--- src/design/b32hd_pkg.sv ---
// Shared types, constants and the character lookup of the base32hex decoder.
package b32hd_pkg;

   localparam int CharWidth   = 8;
   localparam int SymWidth    = 5;
   localparam int ByteWidth   = 8;
   localparam int CountWidth  = 4;
   localparam int PendWidth   = 3;
   localparam int AccWidth    = 7;
   localparam int WideWidth   = AccWidth + SymWidth;
   localparam int RspDataWidth = 16;

   localparam int DefStringChars = 20;
   localparam int DefMaxBytes    = 12;

   typedef enum logic [1:0] {
      STATUS_OK        = 2'd0,
      STATUS_BAD_CHAR  = 2'd1,
      STATUS_BAD_LEN   = 2'd2
   } status_type;

   typedef enum logic {
      KIND_DATA = 1'b0,
      KIND_END  = 1'b1
   } kind_type;

   typedef struct packed {
      kind_type               kind;
      logic [ByteWidth-1:0]   byte_value;
      status_type             status;
      logic [CountWidth-1:0]  byte_count;
      logic                   end_of_run;
   } result_type;

   typedef struct packed {
      logic                 valid;
      logic [SymWidth-1:0]  value;
   } symbol_type;

   // Case-insensitive base32hex lookup: '0'-'9' give 0-9, 'a'-'v' and 'A'-'V' give 10-31.
   function automatic symbol_type symbol_lookup(input logic [CharWidth-1:0] ch);
      symbol_type sym;
      sym.valid = 1'b1;
      sym.value = '0;
      if (ch >= 8'h30 && ch <= 8'h39) begin
         sym.value = SymWidth'(ch - 8'h30);
      end else if (ch >= 8'h61 && ch <= 8'h76) begin
         sym.value = SymWidth'(ch - 8'h61 + 8'd10);
      end else if (ch >= 8'h41 && ch <= 8'h56) begin
         sym.value = SymWidth'(ch - 8'h41 + 8'd10);
      end else begin
         sym.valid = 1'b0;
      end
      return sym;
   endfunction

endpackage

--- src/design/base32hex_fixed_decoder_unit.sv ---
// Top level of the streaming base32hex string decoder with its result queue.

// The block takes one ASCII character per transfer and decodes a fixed-length base32hex
// string (STRING_CHARS characters, case-insensitive 0-9 and a-v). Every completed byte leaves
// as a data item (rsp_tuser low), and the character flagged by req_tlast produces an end item
// (rsp_tuser high) that carries the status (ok, invalid character, wrong length) and the byte
// count, which is zero on error. Wrong length wins over an invalid character, and after an
// invalid character the rest of the string is only counted. Downstream should drop the data
// bytes of a string whose status is not ok. A character is decoded in the cycle it is taken,
// so one transfer per clock is sustained; its results are written into a four-entry queue at
// the accepting edge; if the queue was empty, the first is offered on the result side in the next cycle.
// The only limit on the rate is that queue: the input is taken while at least two slots are
// free, since a last character can yield two results. The first character of a string yields
// at most an end item, so with a result side that is always ready the queue holds at most two
// entries and the input never stalls; only a result side that takes less than one transfer
// per cycle throttles the input. After reset the block is ready at once; there is no
// clearing pass.
module base32hex_fixed_decoder_unit
   import b32hd_pkg::*;
#(
   parameter int STRING_CHARS = DefStringChars,
   parameter int MAX_BYTES    = DefMaxBytes
) (
   input  logic                     clock,
   input  logic                     reset,
   // Input characters.
   input  logic                     req_tvalid,
   output logic                     req_tready,
   input  logic [CharWidth-1:0]     req_tdata,   // [7:0] char_code
   input  logic                     req_tlast,   // last_char
   // Results.
   output logic                     rsp_tvalid,
   input  logic                     rsp_tready,
   output logic [RspDataWidth-1:0]  rsp_tdata,   // [7:0] byte_value, [9:8] status,
                                                 // [13:10] byte_count, [15:14] zero
   output logic                     rsp_tuser,   // item_kind
   output logic                     rsp_tlast    // end_of_run
);

   // The character counter saturates one past the string length.
   localparam int SeenWidth = $clog2(STRING_CHARS + 2);
   localparam logic [SeenWidth-1:0] SeenFull = SeenWidth'(STRING_CHARS);
   localparam logic [SeenWidth-1:0] SeenSat  = SeenWidth'(STRING_CHARS + 1);
   localparam logic [CountWidth-1:0] ByteLimit = CountWidth'(MAX_BYTES);

   localparam int QueueDepth = 4;
   localparam int PtrWidth   = $clog2(QueueDepth);
   localparam int QCntWidth  = $clog2(QueueDepth + 1);
   localparam logic [QCntWidth-1:0] QueueRoomMax = QCntWidth'(QueueDepth - 2);

   // Decoder state.
   logic [AccWidth-1:0]    acc_ff, acc_in;
   logic [PendWidth-1:0]   pend_ff, pend_in;
   logic [SeenWidth-1:0]   seen_ff, seen_in;
   logic [CountWidth-1:0]  bytes_ff, bytes_in;
   logic                   bad_ff, bad_in;

   // Result queue.
   result_type             queue_ff [QueueDepth];
   logic [PtrWidth-1:0]    wr_ptr_ff, wr_ptr_in;
   logic [PtrWidth-1:0]    rd_ptr_ff, rd_ptr_in;
   logic [QCntWidth-1:0]   qcnt_ff, qcnt_in;

   logic                   req_take;
   logic                   rsp_take;
   symbol_type             sym;
   logic [SeenWidth-1:0]   seen_step;
   logic                   decode_en;
   logic                   emit;
   logic [CountWidth-1:0]  total;
   logic [PendWidth-1:0]   rest;
   logic [WideWidth-1:0]   wide;
   logic [WideWidth-1:0]   rest_mask;
   logic                   bad_step;
   logic [CountWidth-1:0]  bytes_step;
   result_type             data_res;
   result_type             end_res;
   result_type             first_res;
   logic [1:0]             push_cnt;

   assign req_take = req_tvalid && req_tready;
   assign rsp_take = rsp_tvalid && rsp_tready;

   // Two free slots are needed, since a last character can yield two results.
   assign req_tready = (qcnt_ff <= QueueRoomMax);

   // Decode path: lookup, accumulate, extract the completed byte and build the end item.
   always_comb begin
      sym        = symbol_lookup(req_tdata);
      seen_step  = (seen_ff < SeenSat) ? seen_ff + 1'b1 : seen_ff;
      decode_en  = !bad_ff && (seen_step <= SeenFull);
      bad_step   = bad_ff || (decode_en && !sym.valid);
      total      = CountWidth'(pend_ff) + CountWidth'(SymWidth);
      rest       = PendWidth'(total - CountWidth'(ByteWidth));
      wide       = {acc_ff, sym.value};
      rest_mask  = (WideWidth'(1) << rest) - WideWidth'(1);
      emit       = decode_en && sym.valid && (bytes_ff < ByteLimit) &&
                   (total >= CountWidth'(ByteWidth));
      bytes_step = emit ? bytes_ff + 1'b1 : bytes_ff;

      acc_in   = acc_ff;
      pend_in  = pend_ff;
      if (decode_en && sym.valid && (bytes_ff < ByteLimit)) begin
         if (emit) begin
            pend_in = rest;
            acc_in  = AccWidth'(wide & rest_mask);
         end else begin
            pend_in = PendWidth'(total);
            acc_in  = AccWidth'(wide);
         end
      end
      seen_in  = seen_step;
      bytes_in = bytes_step;
      bad_in   = bad_step;
      // The last character returns the decoder to its reset state.
      if (req_tlast) begin
         acc_in   = '0;
         pend_in  = '0;
         seen_in  = '0;
         bytes_in = '0;
         bad_in   = 1'b0;
      end

      data_res.kind       = KIND_DATA;
      data_res.byte_value = ByteWidth'(wide >> rest);
      data_res.status     = STATUS_OK;
      data_res.byte_count = '0;
      data_res.end_of_run = !req_tlast;

      end_res.kind       = KIND_END;
      end_res.byte_value = '0;
      end_res.byte_count = '0;
      end_res.end_of_run = 1'b1;
      if (seen_step != SeenFull) begin
         end_res.status = STATUS_BAD_LEN;
      end else if (bad_step) begin
         end_res.status = STATUS_BAD_CHAR;
      end else begin
         end_res.status     = STATUS_OK;
         end_res.byte_count = bytes_step;
      end

      first_res = emit ? data_res : end_res;
      push_cnt  = 2'(emit) + 2'(req_tlast);
   end

   // Queue pointers and fill count.
   always_comb begin
      wr_ptr_in = wr_ptr_ff;
      rd_ptr_in = rd_ptr_ff;
      qcnt_in   = qcnt_ff;
      if (req_take) begin
         wr_ptr_in = wr_ptr_ff + PtrWidth'(push_cnt);
         qcnt_in   = qcnt_in + QCntWidth'(push_cnt);
      end
      if (rsp_take) begin
         rd_ptr_in = rd_ptr_ff + 1'b1;
         qcnt_in   = qcnt_in - 1'b1;
      end
   end

   always_ff @(posedge clock) begin
      if (reset) begin
         acc_ff    <= '0;
         pend_ff   <= '0;
         seen_ff   <= '0;
         bytes_ff  <= '0;
         bad_ff    <= 1'b0;
         wr_ptr_ff <= '0;
         rd_ptr_ff <= '0;
         qcnt_ff   <= '0;
      end else begin
         if (req_take) begin
            acc_ff   <= acc_in;
            pend_ff  <= pend_in;
            seen_ff  <= seen_in;
            bytes_ff <= bytes_in;
            bad_ff   <= bad_in;
         end
         wr_ptr_ff <= wr_ptr_in;
         rd_ptr_ff <= rd_ptr_in;
         qcnt_ff   <= qcnt_in;
      end
   end

   // Queue storage: the first result goes to the write pointer, an end item that
   // follows a data byte goes to the slot after it.
   always_ff @(posedge clock) begin
      if (req_take && (push_cnt != 2'd0)) begin
         queue_ff[wr_ptr_ff] <= first_res;
         if (push_cnt == 2'd2) begin
            queue_ff[wr_ptr_ff + 1'b1] <= end_res;
         end
      end
   end

   assign rsp_tvalid = (qcnt_ff != '0);
   assign rsp_tuser  = queue_ff[rd_ptr_ff].kind;
   assign rsp_tlast  = queue_ff[rd_ptr_ff].end_of_run;
   assign rsp_tdata  = {2'b00, queue_ff[rd_ptr_ff].byte_count,
                        queue_ff[rd_ptr_ff].status, queue_ff[rd_ptr_ff].byte_value};

   // The queue never overfills.
   assert property (@(posedge clock) disable iff (reset) qcnt_ff <= QCntWidth'(QueueDepth))
      else $error("result queue count exceeds its depth");

   // The byte counter never passes the per-string limit.
   assert property (@(posedge clock) disable iff (reset) bytes_ff <= ByteLimit)
      else $error("more bytes emitted than the string allows");

   // A last character always leaves the decoder cleared for the next string.
   assert property (@(posedge clock) disable iff (reset)
      (req_take && req_tlast) |=> (seen_ff == '0 && bytes_ff == '0 && !bad_ff))
      else $error("decoder state not cleared after the last character");

   // Every accepted last character adds at least one queued result.
   assert property (@(posedge clock) disable iff (reset)
      (req_take && req_tlast && !rsp_take) |=> (qcnt_ff > $past(qcnt_ff)))
      else $error("end item was not queued");

endmodule

--- config.mk ---
export PLATFORM = sky130hd
export DESIGN_NAME = base32hex_fixed_decoder_unit
export DESIGN_NICKNAME = d
export VERILOG_FILES = /design/src/design/b32hd_pkg.sv /design/src/design/base32hex_fixed_decoder_unit.sv
export SDC_FILE = /design/constraint.sdc
export NUM_CORES = 1
export LEC_CHECK = 0
export ABC_AREA = 1
export BUFFER_PORTS_ARGS = -buffer_cell sky130_fd_sc_hd__buf_2
export CORE_MARGIN = 8
export CORE_UTILIZATION = 25
export CTS_CLUSTER_DIAMETER = 40
export DETAILED_ROUTE_END_ITERATION = 7
export PLACE_DENSITY_LB_ADDON = 0.08
export SLEW_MARGIN = 20
export SYNTH_ARGS = -nofsm -noshare
export SYNTH_HDL_FRONTEND = slang
export SYNTH_SLANG_ARGS = --single-unit
--- constraint.sdc ---
create_clock -name clock -period 3.3 [get_ports clock]
set_input_delay 0.33 -clock clock [delete_from_list [all_inputs] [get_ports clock]]
set_output_delay 0.33 -clock clock [all_outputs]
set_load 0.005 [all_outputs]
-- Yosys cells after proc, flatten, opt, wreduce, memory -nomap -nowiden
Memories as Yosys holds them, arrays and structs flattened. A register that Yosys moved wholly into a read port is not among the register bits.
Cells that the tools add are included.
- add/subtract/negate cells: 16
- $lt $le $gt $ge: 11
- equal/unequal tests: 2
- shifts and indexed selects: 2
- muxes and demuxes: 31
- bitwise logic cells: 1
- reduce and logical (&&, ||, !) cells: 19
- operator list (cell ; count):
    5-bit two-way mux ; 5
    7-bit two-way mux ; 3
    8-bit by 7-bit greater-or-equal comparator with 1-bit output (second input constant) ; 2
    8-bit by 7-bit less-or-equal comparator with 1-bit output (second input constant) ; 2
    16-bit two-way mux ; 1
    4-bit two-way mux ; 4
    3-bit two-way mux ; 5
    12-bit by 3-bit >> shifter with 8-bit output ; 1
    1-bit logical AND ; 11
    5-bit by 4-bit adder with 5-bit output (second input constant) ; 2
    1-bit two-way mux ; 10
    5-bit by 1-bit subtractor with 5-bit output (second input constant) ; 2
    8-bit by 6-bit greater-or-equal comparator with 1-bit output (second input constant) ; 1
    8-bit by 6-bit less-or-equal comparator with 1-bit output (second input constant) ; 1
    7-bit AND ; 1
    1-bit by 3-bit left shift with 7-bit output (first input constant) ; 1
    7-bit by 2-bit subtractor with 7-bit output (second input constant) ; 1
    2-bit two-way mux ; 3
    3-bit by 1-bit subtractor with 3-bit output (second input constant) ; 2
    5-bit by 1-bit adder with 5-bit output (second input constant) ; 1
    5-bit less-or-equal comparator (second input constant) ; 1
    5-bit < comparator (second input constant) ; 1
    5-bit inequality test (second input constant) ; 1
    5-bit subtractor (second input constant) ; 1
    other kinds (15) ; 19
- register bits after elaboration: 27
- bits in writable memories: 64
- input bits: 13
- output and inout port bits: 20
- word-level logic and storage cells: 91
- memories kept: 1
- memory list (memory ; words ; width ; read ports ; clocked after memory_dff ; write ports ; line ; text):
    queue_ff ; 4 ; 16 ; 1 ; 1 ; 2 ; base32hex_fixed_decoder_unit.sv:59 ; result_type queue_ff [QueueDepth];

-- Logic depth before layout (Yosys ltp)
Gate-level depths: netlist (run 1).
- word-level depth: 13
- depth in mapped cells: 21
- depth with buffers taken out: 20

-- Least setup slack after synthesis (run 1)
No wires, ideal clock.
- path kind: input port to flip-flop
- from: input port req_tdata[0]
- to: register qcnt_ff[1]
- arrival: 2.943 ns
- required time: 3.230 ns
- path slack: 0.288 ns
- cell stages on the path: 20
- buffers on the path: 1
- cell sequence: inv_1 -> ha_1 -> o21ai_0 -> nand2_1 -> nand2_1 -> nand2_1 -> inv_1 -> nor2_4 -> nand3_4 -> buf_6 -> ha_1 -> ha_1 -> inv_1 -> fa_1 -> nand2_1 -> o21ai_0 -> ha_1 -> nand2_1 -> nand2_1 -> a21oi_1
- cells in the longest elaborated chain, start to end: 13
- elaborated cells between the ends (all ways): 20
- ends and longest elaborated chain (item ; line ; text):
    from (decl) ; base32hex_fixed_decoder_unit.sv:29 ; input logic [CharWidth-1:0] req_tdata,
    8-bit by 7-bit greater-or-equal comparator with 1-bit output or 8-bit by 7-bit less-or-equal comparator with 1-bit output (tied branches) ; b32hd_pkg.sv:49 ; end else if (ch >= 8'h41 && ch <= 8'h56) begin
    1-bit logical AND ; b32hd_pkg.sv:49 ;
    1-bit two-way mux ; b32hd_pkg.sv:49 ;
    1-bit two-way mux ; b32hd_pkg.sv:47 ; end else if (ch >= 8'h61 && ch <= 8'h76) begin
    1-bit two-way mux (*) ; b32hd_pkg.sv:45 ; if (ch >= 8'h30 && ch <= 8'h39) begin
    1-bit logical AND (*) (3 in a row) ; base32hex_fixed_decoder_unit.sv:97 ; emit = decode_en && sym.valid && (bytes_ff < ByteLimit) &&
    1-bit by 1-bit adder with 2-bit output (*) ; base32hex_fixed_decoder_unit.sv:144 ; push_cnt = 2'(emit) + 2'(req_tlast);
    3-bit by 2-bit adder with 3-bit output (*) ; base32hex_fixed_decoder_unit.sv:154 ; qcnt_in = qcnt_in + QCntWidth'(push_cnt);
    3-bit two-way mux (*) ; base32hex_fixed_decoder_unit.sv:152 ; if (req_take) begin
    3-bit by 1-bit subtractor with 3-bit output ; base32hex_fixed_decoder_unit.sv:158 ; qcnt_in = qcnt_in - 1'b1;
    3-bit two-way mux (*) ; base32hex_fixed_decoder_unit.sv:156 ; if (rsp_take) begin
    to (signal assigned) ; base32hex_fixed_decoder_unit.sv:182 ; qcnt_ff <= qcnt_in;
    to (decl) ; base32hex_fixed_decoder_unit.sv:62 ; logic [QCntWidth-1:0] qcnt_ff, qcnt_in;
Mark *: on every way between the ends. The rest lies on a longest branch, timed or not.
A chain may end at the register's enable or synchronous reset.

-- Worst setup path in the final report (run 1)
- from: register seen_ff[0]
- to: register qcnt_ff[1]
- cells in the longest elaborated chain, start to end: 12
- elaborated cells between the ends (all ways): 13
- ends and longest elaborated chain (item ; line ; text):
    from (decl) ; base32hex_fixed_decoder_unit.sv:54 ; logic [SeenWidth-1:0] seen_ff, seen_in;
    from (signal assigned) ; base32hex_fixed_decoder_unit.sv:176 ; seen_ff <= seen_in;
    5-bit by 1-bit adder with 5-bit output or 5-bit < comparator (tied branches) ; base32hex_fixed_decoder_unit.sv:90 ; seen_step = (seen_ff < SeenSat) ? seen_ff + 1'b1 : seen_ff;
    5-bit two-way mux (*) ; base32hex_fixed_decoder_unit.sv:90 ;
    5-bit less-or-equal comparator (*) ; base32hex_fixed_decoder_unit.sv:91 ; decode_en = !bad_ff && (seen_step <= SeenFull);
    1-bit logical AND (*) ; base32hex_fixed_decoder_unit.sv:91 ;
    1-bit logical AND (*) (3 in a row) ; base32hex_fixed_decoder_unit.sv:97 ;
    1-bit by 1-bit adder with 2-bit output (*) ; base32hex_fixed_decoder_unit.sv:144 ;
    3-bit by 2-bit adder with 3-bit output (*) ; base32hex_fixed_decoder_unit.sv:154 ;
    3-bit two-way mux (*) ; base32hex_fixed_decoder_unit.sv:152 ;
    3-bit by 1-bit subtractor with 3-bit output ; base32hex_fixed_decoder_unit.sv:158 ;
    3-bit two-way mux (*) ; base32hex_fixed_decoder_unit.sv:156 ;
Marked as above.

==> results of run 1 <==
## cell type report
| type | instances | area share, % |
|---|---|---|
| clock buffer | 9 | 3.817 |
| timing repair buffer | 49 | 4.962 |
| tap | 270 | 5.725 |
| inverter | 68 | 4.326 |
| multi-input combinational | 515 | 44.17 |
| sequential | 93 | 35.62 |
| clock inverter | 7 | 1.378 |
## synthesized netlist by cell type (2+ instances only)
| library cell | count |
|---|---|
| or2_2 | 2 |
| o22ai_1 | 16 |
| ha_1 | 18 |
| o21ai_0 | 57 |
| o2111ai_1 | 2 |
| xnor2_1 | 3 |
| dfxtp_1 | 69 |
| nand3_2 | 6 |
| nand3b_1 | 3 |
| o21ai_2 | 3 |
| clkbuf_1 | 17 |
| nor2_4 | 3 |
| o21ai_1 | 11 |
| buf_4 | 4 |
| nand3_1 | 53 |
| inv_1 | 56 |
| nor2_2 | 5 |
| nand2_2 | 2 |
| edfxtp_1 | 24 |
| nand2_1 | 181 |
| a21oi_1 | 32 |
| xor2_1 | 4 |
| nand4_1 | 11 |
| inv_2 | 11 |
| nor2_1 | 87 |
| nor3_2 | 4 |
## power breakdown
part	internal (mW)	switching, mW	total, mW
registers	1.26	0.0613	1.32
logic	0.267	0.510	0.777
clock network	0.601	0.496	1.10
## layer usage
layer  routed length (µm)  part of all wire, %
met1                 6985                   48
met2                 7041                   48
met3                  443                  3.0
met4                  107                 0.73
met5                    0                    0
## through the flow
step | hold WS (ps) | util, % | cell area [µm²] | power, mW
2_1_floorplan | 421.0 | - | 5069 | 1.825
3_3_place_gp | 436.1 | 27.92 | 5594 | 2.131
3_5_place_dp | 435.3 | 27.92 | 5594 | 2.134
4_1_cts | 283.7 | 29.45 | 5901 | 3.244
5_1_grt | 292.8 | 29.45 | 5901 | 3.384
6_report | 293.4 | 29.45 | 5901 | 3.192
## registers in the layout, summed over array words and instances, names as in the netlist, named ones only
name,flops
bad_ff,1
wr_ptr_ff,2
seen_ff,5
acc_ff,7
bytes_ff,4
rd_ptr_ff,2
pend_ff,3
qcnt_ff,3
queue_ff,64
## path summary, 6_finish.rpt
path	slack, ps	cells past startpoint	startpoint	end
max	360	17	seen_ff[0]	qcnt_ff[1]
min	290	3	rsp_tready	qcnt_ff[1]
max reg2reg	360	17	seen_ff[0]	qcnt_ff[1]
min reg2reg	450	2	queue_ff[2][7]	queue_ff[2][7]
## logic make-up (layout without fill, tap and decap cells)
group | count (synthesis) | after routing | synth area share [%]
compound gates | 126 | 126 | 13.81
xor+xnor | 7 | 7 | 1.210
fa+ha+maj | 19 | 19 | 4.842
buf+inv | 90 | 133 | 7.115
flops | 93 | 93 | 41.50
other cells | 1 | 2 | 0.07404
simple gates | 361 | 361 | 31.45
## worst max-delay path: cells and delay by family (launching register included)
kind                       cells  cell delay, ps
xor gates and xnor gates       1             130
adders and majority gates      5            1390
AOI/OAI and AO/OA              3             450
DFF                            1             360
buffers and inverters          1              60
and+or+nand+nor                7             470
==> results.yml, run 1 <==
status:
  status: "completed"
logic_synthesis:
  syn_inst: 697
  netlist_area_um2: 5065
  yosysTopAreaCellShare_pct: 27.27
  synth-seq-cells: 93
  synth_top_cells_by_area: "dfxtp_1, edfxtp_1, nand2_1"
  synth-edff-count: 24
  yosysSeqAreaShare_pct: 41.50
  ys_warn_count: 0
  yosysTopAreaCell: "dfxtp_1"
  synth_cell_types: 39
  async_flop_share_pct: 0
  avgSynthCellArea_um2: 7.267
  synth-main-ff-cell: "dfxtp_1"
timing:
  clock-skew-final_ps: 10.20
  tightest_slew_ps: 898.4
  timing.fmax_mhz: 340.2
  slew_headroom_pct: 40.04
  fin_crit_ps: 2940
  slew_viol_final: 0
  rsz0062_at_grt: "false"
  fin_ws_ps: 360.2
  fin_crit_sh_pct: 89.09
  finalSetupViolCount: 0
  hold_violations: 0
  tns_ps: 0
critical_path:
  end_kind: "register"
  crit_chain: "ha_1 -> xnor2_1 -> a21boi_1 -> nand2_1 -> nand2_1 -> nand2_2 -> nand3_4 -> ha_1 -> ha_1 -> inv_1 -> fa_1 -> nand2_1 -> o21ai_0 -> ha_1 -> nand2_1 -> nand2_1 -> a21oi_1"
  cpMostUsedCell: "nand2_1"
  start_kind: "register"
  required_ps: 3580
  cp.arrival_ps: 3220
  max_stage_delay_ps: 410
  path_max_fanout: 6
  cp_slowest_cell: "fa_1"
  path_class: "reg2reg"
clock_network:
  cts_made_buffers: 9
  cts_tree: "built"
  clk-insertion-delay-late_ps: 350
  cts_setup_buffers: 0
  clockBufferDepth: 2
  hold_buffers: 0
  cts_resized: 0
  htree_levels: 3
  cts_root_buffer: "clkbuf_16"
  cts_sinks: 93
  path_clk_slew_ps: 70
layout:
  regArea_um2: 2102
  syn_to_final_growth_pct: 16.50
  fillers: 2236
  diodes: 0
  drive_above_1_share_pct: 14.17
  multiInputGateArea_um2: 2606
  final_cells: 1011
  final_nets: 768
  layout_commonest_cell: "nand2_1"
  final_cell_mix: "nand2_1, nor2_1, dfxtp_1, o21ai_0, inv_1"
global_route:
  grt_pass1_vias: 4434
  grt.overflow.total: 0
  grt.total_usage_pct: 11.98
  grt_max_degree: 33
  antenna_found_initial: 0
  top_usage_layer: "met2"
  grt_pass1_wl_um: 23340
  grtUsageMet1_pct: 14.77
  grtUsageMet2_pct: 21.10
  gr-usage-met3_pct: 2.280
route:
  first_pass_iters: 5
  drt_iter0_markers: 275
  drc: 0
  num_vias: 4594
  wl_per_cell_um: 14.42
  viasPerCell: 4.544
  ant_nets: 0
  wl_um: 14580
floorplan:
  ios: 33
  fp-row-count: 52
  die_h_um: 158.3
  die_w_um: 158.3
  core-area_um2: 20040
  dieArea_um2: 25070
  start_util_pct: 25.27
hold_path:
  holdCritPathClass: "in2reg"
run:
  maxCapViolations: 0
pwr:
  ir_drop_mv: 0.2191
  power_per_cell_area_nw_per_um2: 541.0
  leakagePower_nw: 2.431
placed_design:
  dpl.cell_count: 995
  place_ws_ps: 42.82
  place.gp.congestion: 0.7650
  hpwlAfterDp_um: 10510
  io_buffers: 30
Power figures use the tool's default switching activity.
==> inputs of run 2 (changes only) <==
--- a/config.mk
+++ b/config.mk
@@ -12,6 +12,7 @@
 export CTS_CLUSTER_DIAMETER = 40
 export DETAILED_ROUTE_END_ITERATION = 7
 export PLACE_DENSITY_LB_ADDON = 0.08
+export RECOVER_POWER = 25
 export SLEW_MARGIN = 20
 export SYNTH_ARGS = -nofsm -noshare
 export SYNTH_HDL_FRONTEND = slang
==> run 2 against run 1 <==
  * Setup slack got worse by 26 ps
  * Highest routed layer unchanged
  * Clock-buffer cell count unchanged
  * Non-clock buffer count unchanged
  * Combinational power decreased by 3.6%
  * Sequential power about the same
  * Design area decreased by 0.85%
==> results.yml, run 2 (synthesized netlist as in run 1, its figures left out) <==
status:
  status: "completed"
pwr:
  leakagePower_nw: 2.382
  swShare_pct: 33.32
  power_per_cell_area_nw_per_um2: 538.8
  ir_drop_mv: 0.2178
  p_int_mw: 2.102
  p_switching_mw: 1.050
  clkPwrFrac_pct: 34.7
  seqPwrFrac_pct: 41.6
  p_comb_share_pct: 23.8
critical_path:
  crit_buf_inv: 1
  end_kind: "register"
  max_stage_delay_ps: 440
  cp_slowest_cell: "dfxtp_1"
  cp.arrival_ps: 3250
  critPathTopFamily: "adder cells"
  path_class: "reg2reg"
  timing.reg2reg.setup_slack_ps: 330
  required_ps: 3580
  cpMostUsedCell: "nand2_1"
  path_max_fanout: 7
  start_kind: "register"
  crit_chain: "nand2_1 -> nand3_1 -> nand2_1 -> a21boi_1 -> nand2_1 -> nand2_1 -> nand2_2 -> nand3_4 -> ha_1 -> ha_1 -> inv_1 -> fa_1 -> nand2_1 -> o21ai_0 -> ha_1 -> nand2_1 -> nand2_1 -> a21oi_1"
layout:
  final_cell_mix: "nand2_1, nor2_1, dfxtp_1, inv_1, o21ai_0"
  reg.largest.list: "queue_ff (64), acc_ff (7), seen_ff (5)"
  layout_commonest_cell: "nand2_1"
  diodes: 0
  final_nets: 768
  largest-register: "queue_ff"
  final_cells: 1011
  drive_above_1_share_pct: 11.61
  syn_to_final_growth_pct: 15.51
  largest_reg_flops: 64
floorplan:
  core-area_um2: 20040
  dieArea_um2: 25070
  die_w_um: 158.3
  die_h_um: 158.3
  start_util_pct: 25.27
  ios: 33
  fp-row-count: 52
route:
  wl_um: 14540
  ant_nets: 0
  num_vias: 4594
  drc: 0
  viasPerCell: 4.544
  drt_iter0_markers: 246
  first_pass_iters: 6
  wl_per_cell_um: 14.38
clock_network:
  hold_buffers: 0
  cts_made_buffers: 9
  cts_sinks: 93
  path_clk_slew_ps: 70
  cts_resized: 0
  clk-insertion-delay-late_ps: 350
  cts_root_buffer: "clkbuf_16"
  clockBufferDepth: 2
  htree_levels: 3
  cts_setup_buffers: 0
  cts_tree: "built"
placed_design:
  dpl.cell_count: 995
  hpwlAfterDp_um: 10510
  place.gp.congestion: 0.7650
  io_buffers: 30
  place_ws_ps: 42.82
timing:
  tightest_slew_ps: 915.4
  fin_crit_sh_pct: 89.88
  fin_crit_ps: 2966
  fin_ws_ps: 333.9
  hold_violations: 0
  tns_ps: 0
  slew_viol_final: 0
  clock-skew-final_ps: 12.54
  rsz0062_at_grt: "false"
  timing.fmax_mhz: 337.1
  finalSetupViolCount: 0
  slew_headroom_pct: 38.90
global_route:
  grt_pass1_vias: 4434
  antenna_found_initial: 0
  grt_pass1_wl_um: 23340
  grt_max_degree: 33
  grt.total_usage_pct: 11.98
  grt.overflow.total: 0
run:
  maxCapViolations: 0
hold_path:
  holdCritPathClass: "in2reg"
==> run 2: changes by cell type in the layout (fill, tap and decap cells not counted), moves of 2 or more <==
cell / previous run / this run
clkbuf_1: 0 / 13
buf_2: 30 / 18
nand3_1: 53 / 55
nand3_2: 6 / 4
==> run 2: worst paths after layout <==
path                                startpoint        endpoint  depth (start not counted)
worst max-delay path                seen_ff[2]      qcnt_ff[1]                         18
worst min-delay path                rsp_tready      qcnt_ff[1]                          3
worst max register to register      seen_ff[2]      qcnt_ff[1]                         18
worst min register to register  queue_ff[2][7]  queue_ff[2][7]                          2
==> run 2: metrics by stage <==
stage          power (mW)  cell area, µm²  hold slack (ps)  util, %
2_1_floorplan       1.825            5069            421.0        -
3_3_place_gp        2.131            5594            436.1    27.92
3_5_place_dp        2.134            5594            435.3    27.92
4_1_cts             3.244            5901            283.7    29.45
5_1_grt             3.352            5851            292.8    29.20
6_report            3.152            5851            293.1    29.20
==> run 2: power groups by stage <==
stage	Combinational [mW]	Sequential (mW)	Clock, mW
floorplan	0.493	1.33	0
global placement	0.790	1.34	0
detailed placement	0.792	1.34	0
CTS	0.794	1.32	1.13
global route	0.859	1.32	1.17
finish	0.749	1.31	1.09
==> run 2: per-layer routing <==
layer	up-vias	GRT usage, %	share of wire (%)
met2	66	21.10	49
met3	2	2.280	3.0
met4	0	2.829	0.47
met1	2156	14.77	47
li1	2370	-	-
met5	-	0	0
==> run 2: layout make-up <==
class	instances	area, µm²
multi-input combinational	515	2575
clock inverter	7	81.33
inverter	68	255.2
clock buffer	9	225.2
tap	270	337.8
timing repair buffer	49	274.0
fill	2247	14190
sequential	93	2102
==> run 2: worst register-to-register path, cell delays in order (launching register included) <==
cell,delay [ps]
dfxtp_1,440
nand2_1,80
nand3_1,130
nand2_1,110
a21boi_1,220
nand2_1,80
nand2_1,70
nand2_2,70
nand3_4,80
ha_1,250
ha_1,180
inv_1,60
fa_1,410
nand2_1,70
o21ai_0,120
ha_1,310
nand2_1,60
nand2_1,40
a21oi_1,100
